**config.mk**
```make
export PLATFORM = sky130hd
export DESIGN_NAME = tcum_ctrl
export DESIGN_NICKNAME = d
export VERILOG_FILES = /design/src/sv/tcum_pkg.sv /design/src/sv/tcum_ctrl.sv
export SDC_FILE = /design/constraint.sdc
export NUM_CORES = 1
export LEC_CHECK = 0
export BUFFER_PORTS_ARGS = -buffer_cell sky130_fd_sc_hd__buf_4
export CORE_AREA = 8 8 45 47
export CTS_CLUSTER_DIAMETER = 40
export DETAILED_ROUTE_END_ITERATION = 12
export DIE_AREA = 0 0 53 55
export PLACE_DENSITY = 0.62
export SLEW_MARGIN = 5
export SYNTH_ARGS = -nofsm -noshare
export SYNTH_HDL_FRONTEND = slang
export SYNTH_SLANG_ARGS = --single-unit
```
**constraint.sdc**
```tcl
create_clock -name aclk -period 1.25 [get_ports aclk]
set_clock_uncertainty 0.1 [all_clocks]
set_input_delay 0.25 -clock aclk [delete_from_list [all_inputs] [get_ports aclk]]
set_output_delay 0.25 -clock aclk [all_outputs]
set_load 0.03 [all_outputs]
```
**src/sv/tcum_pkg.sv**
```systemverilog
`default_nettype none

package tcum_pkg;

    // Stream payload widths (fields packed from bit 0, padded to whole bytes)
    localparam int S_TDATA_W = 48;
    localparam int M_TDATA_W = 104;

    // Window threshold after reset
    localparam logic [31:0] THRESH_RESET = 32'd1000000;

    // Read address select for the thread tables
    localparam logic [1:0] RD_SEL_ACT   = 2'd0;
    localparam logic [1:0] RD_SEL_SWEEP = 2'd1;
    localparam logic [1:0] RD_SEL_QRY   = 2'd2;

    // Controller to datapath
    typedef struct packed {
        logic       load_in;     // capture request fields, update timestamp/expected
        logic       rd_en;       // read thread tables
        logic [1:0] rd_sel;      // which index drives the read
        logic       charge_wr;   // write back charged entry, bump window total
        logic       close_mark;  // latch divisor, restart sweep index
        logic       div_start;   // start one share division
        logic       sweep_wr;    // store share, clear count, advance index
        logic       sum_clear;   // zero the window total
        logic       out_load;    // load result register
    } tcum_cmd_t;

    // Datapath to controller
    typedef struct packed {
        logic charge_ok;    // active thread gets charged
        logic over_thresh;  // window total above threshold
        logic div_done;     // quotient ready
        logic sweep_last;   // sweep sits on the last entry
        logic out_free;     // result register can take a new result
    } tcum_sts_t;

endpackage

`default_nettype wire

```
**src/sv/tcum_ctrl.sv**
```systemverilog
`default_nettype none

module tcum_ctrl (
    input  wire logic                aclk,
    input  wire logic                aresetn,
    input  wire logic                s_tvalid,
    output logic                     s_tready,
    output tcum_pkg::tcum_cmd_t      cmd,
    input  wire tcum_pkg::tcum_sts_t sts
);

    localparam logic [3:0] ST_IDLE = 4'd0;
    localparam logic [3:0] ST_RDA  = 4'd1;
    localparam logic [3:0] ST_CHG  = 4'd2;
    localparam logic [3:0] ST_CMP  = 4'd3;
    localparam logic [3:0] ST_SRD  = 4'd4;
    localparam logic [3:0] ST_SDS  = 4'd5;
    localparam logic [3:0] ST_SDW  = 4'd6;
    localparam logic [3:0] ST_RDQ  = 4'd7;
    localparam logic [3:0] ST_OUT  = 4'd8;

    logic [3:0] state_reg;
    logic [3:0] state_next;

    always_ff @(posedge aclk) begin
        if (!aresetn) begin
            state_reg <= ST_IDLE;
        end else begin
            state_reg <= state_next;
        end
    end

    assign s_tready = (state_reg == ST_IDLE);

    always_comb begin
        cmd        = '0;
        cmd.rd_sel = tcum_pkg::RD_SEL_ACT;
        state_next = state_reg;
        unique case (state_reg)
            ST_IDLE: begin
                if (s_tvalid) begin
                    cmd.load_in = 1'b1;
                    state_next  = ST_RDA;
                end
            end
            ST_RDA: begin
                cmd.rd_en  = 1'b1;
                state_next = ST_CHG;
            end
            ST_CHG: begin
                if (sts.charge_ok) begin
                    cmd.charge_wr = 1'b1;
                    state_next    = ST_CMP;
                end else begin
                    state_next = ST_RDQ;
                end
            end
            ST_CMP: begin
                if (sts.over_thresh) begin
                    cmd.close_mark = 1'b1;
                    state_next     = ST_SRD;
                end else begin
                    state_next = ST_RDQ;
                end
            end
            ST_SRD: begin
                cmd.rd_en  = 1'b1;
                cmd.rd_sel = tcum_pkg::RD_SEL_SWEEP;
                state_next = ST_SDS;
            end
            ST_SDS: begin
                cmd.div_start = 1'b1;
                state_next    = ST_SDW;
            end
            ST_SDW: begin
                if (sts.div_done) begin
                    cmd.sweep_wr = 1'b1;
                    if (sts.sweep_last) begin
                        cmd.sum_clear = 1'b1;
                        state_next    = ST_RDQ;
                    end else begin
                        state_next = ST_SRD;
                    end
                end
            end
            ST_RDQ: begin
                cmd.rd_en  = 1'b1;
                cmd.rd_sel = tcum_pkg::RD_SEL_QRY;
                state_next = ST_OUT;
            end
            ST_OUT: begin
                if (sts.out_free) begin
                    cmd.out_load = 1'b1;
                    state_next   = ST_IDLE;
                end
            end
            default: begin
                state_next = ST_IDLE;
            end
        endcase
    end

endmodule

`default_nettype wire

```
# After elaboration in Yosys (flattened, before gate mapping)

Index checks and enable logic that the tools add are counted.

Word-level logic and storage cells: 36
Bits in registers: 4
Output and inout bits: 11

Muxes and demuxes: 21
Reductions and logical operators: 3
Equality and inequality tests: 11

Operators with widths:

| kind                                           | count |
|---|---|
| one-hot mux 4 bit (9 select lines)             | 1 |
| == test 4 x 3 -> 1 bit (second input constant) | 4 |
| 2-to-1 mux 4 bit                               | 3 |
| 2-to-1 mux 1 bit                               | 11 |
| == test 4 x 2 -> 1 bit (second input constant) | 2 |
| 2-to-1 mux 2 bit                               | 4 |
| != test 2 bit (second input constant)          | 3 |
| == test 4 x 1 -> 1 bit (second input constant) | 1 |
| == test 4 bit (second input constant)          | 1 |
| zero test 4 bit                                | 1 |
| one-hot mux 2 bit (2 select lines)             | 1 |
| 2-to-1 mux 3 bit                               | 1 |
| AND reduction 3 bit                            | 1 |
| OR reduction 3 bit                             | 1 |

# Logic depth before layout (Yosys ltp)

Word-level depth: 3
Depth in mapped cells: 5
Gate-level depth less buffers: 4

# Least setup slack after synthesis

OpenSTA, ideal clock, no wires.

Kind: register -> output
Start: register state_reg[2]
End: output cmd[9] in the netlist's numbering
Path buffers: 1
Data required time: 0.900 ns
Data arrival time: 1.529 ns
Stages on the path, launching flop included: 4
Slack: -0.629 ns
Cells stage by stage: dfxtp_1 buf_4 nor4_2 and2_1

RTL lines:

| element                | line            | text |
|---|---|---|
| start, declared        | tcum_ctrl.sv:22 | `logic [3:0] state_reg;` |
| start signal, assigned | tcum_ctrl.sv:29 | `state_reg <= state_next;` |
| end, declared          | tcum_ctrl.sv:8  | `output tcum_pkg::tcum_cmd_t cmd,` |

==> summary.md <==
| Metric | Value |
|---|---|
| Max-cap check violation count | 0 |
| CP Max Fanout | 8 |
| Ports | 19 |
| Cell-internal power | 550 uW |
| Routed WL | 1.68 mm |
| Cell depth of the worst setup path | 4 |
| FFs w/ async S/R, synth | 0% |
| Slew Limit Headroom | between 80% and 90% |
| Yosys warns | 0 |
| Worst r2r path cells | 8 |
| Clk network pwr share | 18.1% |
| First-pass GRT wire length | 2.62 mm |
| Crit end category | primary output |
| Share of layout cells above drive strength 1 | 82.8% |
| Critical R2R Launch | state_reg[2]$_SDFFE_PN0P_ |
| Synth top cells by count | nor2_1 (5), a21oi_1 (4), dfxtp_1 (4), nor3_1 (4), and3_1 (3) |
| Worst Setup SP | state_reg[2]$_SDFFE_PN0P_ |
| Via/cell ratio | a little under 5 |
| Crit path max-delay family | simple AND/OR/NAND/NOR gates |
| Layout Nets | 109 |
| Drt pass-1 iters | 2 |
| Clock root buffer | clkbuf_4 |
| Worst Setup Slack, final | -0.357 ns |
| Power Total | ~860 uW |
| Worst r2r dst | state_reg[1]$_SDFFE_PN0P_ |
| WP buf/inv | 2 |
| Layout Utilization | 72.4% |
| Die Y | between 50 and 60 um |
| DR iter-0 viols | 4 |
| Run status | complete, but fails checks |
| # DRC | 0 |
| Area delta synth->final | 150% |
| Clock-pin slew on the worst setup and hold paths | ~0.03 ns |
| Yosys reg bits | 4 |
| Crit path to | cmd[9] |
| Max reg flops | 4 |
| CTS tree | done |
| Fin. Hold Viols | 0 |
| Avg Inst Size Synth | about 7.7 sq um |
| Sequential Area | 86.3 sq um |
| RSZ-0062 raised after global routing | yes |
| Fmax achieved | 0.622 GHz |
| Min-delay worst type | primary input to flip-flop |
| Sw Share | 35.8% |
| Clock latency on the worst-skew pair | 0.23 ns |
| Die W | 53 um |
| Synthesized Nets | 60 |
| Final ANT Viol Nets | 0 |
| Initial antenna violation count | 0 |
| CTS H-tree lvls | 1 |
| Period utilisation layout | 129% |
| Tightest Pin Transition | 0.220 ns |
| Required time worst endpoint | 0.90 ns |
| Top cell type's share of synthesized area | 20.0% |
| Most area-hungry cell type in the Yosys netlist | dfxtp_1 |
| Num CTS Buffers | 3 |
| Std-Cell Rows | 14 |
| Worst hold start | aresetn |
| Slowest stage cell, crit path | dfxtp_2 |
| GRT Util Overall | 11.8% |
| CP Data Arrival Time | 1.26 ns |
| Post-synth EDFFs | 0 |
| Net Sw Power | a little over 300 uW |
| Flop pwr share | a little under a fifth |
| Critical path's largest stage delay | around 0.32 ns |
| Crit start category | flip-flop |
| Longest Clk Path Bufs | 2 |
| R2R setup slack | -0.22 ns |
| Synth top area cells | dfxtp_1 (20%), a21oi_1 (5.0%), nor3_1 (5.0%), and3_1 (4.7%), nor2_1 (4.7%) |
| Yosys cell types | 30 |
| CP Cell Sequence | buf_8, nor4_4, and2_4, buf_6 |
| Register area share after synthesis | 20.0% |
| Routed vias | approximately 560 |
| Main flop type after synthesis | dfxtp_1 |
| Failing checks | negative setup slack |
| IO buf count | 18 |
| Cells after Synth | 52 |
| Max-slew violation count | 0 |
| Largest net degree at the start of global routing | 9 |
| Fillers | 107 |
| Top-count cell post-synth | nor2_1 |
| Leak | roughly 0.44 nW |
| Critical path class | flip-flop to primary output |
| Comb power frac | 63.3% |
| Gpl congestion | 0.817 |
| Initial Util | 28.9% |
| Post-synthesis cell area | 400 sq um |
| Final Critical Period | approximately 1.6 ns |
| P per Cell Area | 854 mW/mm^2 |
| WL/cell | 14.6 um |
| Core area | 0.00138 sq mm |
| Setup Viol. Count Final | 14 |
| CTS Sinks | 4 |
| Die area | 0.00292 sq mm |
| Vias in the first global route | 609 |
| Antenna diode instance count | 0 |
| Max VDD drop | 0.528 mV |
| Grt total ovfl | 0 |
| Area of the multi-input gates | 414 sq um |
layer usage:
metal | GRT usage (%) | vias up | wire length, um
met5 | 0 | - | 0
met2 | 22.5 | 12 | 972
met1 | 11.8 | 267 | 639
met4 | 7.76 | 0 | 15
li1 | - | 281 | -
met3 | 1.34 | 2 | 54
power by group through the flow:
| stage | logic (mW) | registers, mW | clock network, mW |
|---|---|---|---|
| after floorplan | 0.211 | 0.161 | 0 |
| after global placement | 0.367 | 0.158 | 0 |
| after detailed placement | 0.369 | 0.158 | 0 |
| after CTS | 0.507 | 0.158 | 0.166 |
| after global routing | 0.574 | 0.162 | 0.168 |
| final | 0.541 | 0.160 | 0.155 |
what timing repair did:
| item | 4_1_cts | 5_1_grt |
|---|---|---|
| endpoints found under the hold margin | 0 | 0 |
| buffers inserted | 11 | 5 |
| setup endpoints to repair | 15 | 15 |
| hold buffers | 0 | 0 |
| pin swaps | 14 | 3 |
| resized for setup | 35 | 7 |
cell type report:
class	count	area share, %
inverter	2	0.749
tap	16	2.00
clock buffer	3	2.25
sequential	4	8.61
timing repair buffer	48	45.1
multi-input combinational	42	41.3
through the flow:
step	hold slack, ns	setup TNS (ns)	worst slack (ns)	cells	instance area (sq um)
2_1_floorplan	0.268	-0.612	-0.253	52	458
3_3_place_gp	0.400	-1.15	-0.159	96	696
3_5_place_dp	0.390	-1.19	-0.143	96	696
4_1_cts	0.146	-3.49	-0.362	110	941
5_1_grt	0.164	-4.72	-0.426	115	1000
6_report	0.152	-3.91	-0.357	115	1000
worst reg2reg max path, stage by stage (launching register included):
cell and delay, ns:
dfxtp_2 0.32, buf_8 0.14, buf_4 0.13, buf_6 0.10
buf_6 0.11, and2b_2 0.22, nor3_4 0.12, a21oi_2 0.05
o21ai_1 0.12
cells in the final DEF (no fill, tap or decap), drive strengths merged, types with 2 or more instances in the layout:
| cell | Yosys | final |
|---|---|---|
| nor3b | 2 | 2 |
| clkbuf | 0 | 3 |
| nor3 | 4 | 4 |
| o21ai | 4 | 4 |
| dfxtp | 4 | 4 |
| a21oi | 4 | 4 |
| and2b | 2 | 2 |
| and2 | 2 | 2 |
| and3 | 4 | 4 |
| nor2 | 5 | 5 |
| buf | 4 | 48 |
| nand2b | 2 | 2 |
| inv | 2 | 2 |
cells by family (layout without fill, tap and decap cells):
kind of cell | after synthesis | after routing | share of synthesized area (%)
DFF | 4 | 4 | 20.0
AOI/OAI and AO/OA | 11 | 11 | 16.9
buffers and inverters | 6 | 53 | 9.69
xor gates and xnor gates | 1 | 1 | 2.19
and+or+nand+nor | 30 | 30 | 51.2
worst min path at each step:
stage                                 to  slack, ns  cells after the start
6_report       state_reg[3]$_SDFFE_PN0P_       0.15                      2
5_1_grt        state_reg[3]$_SDFFE_PN0P_       0.16                      2
4_1_cts        state_reg[3]$_SDFFE_PN0P_       0.15                      2
3_5_place_dp   state_reg[3]$_SDFFE_PN0P_       0.39                      2
3_3_place_gp   state_reg[3]$_SDFFE_PN0P_       0.40                      2
2_1_floorplan  state_reg[3]$_SDFFE_PN0P_       0.27                      1
Power figures use the tool's default switching activity.
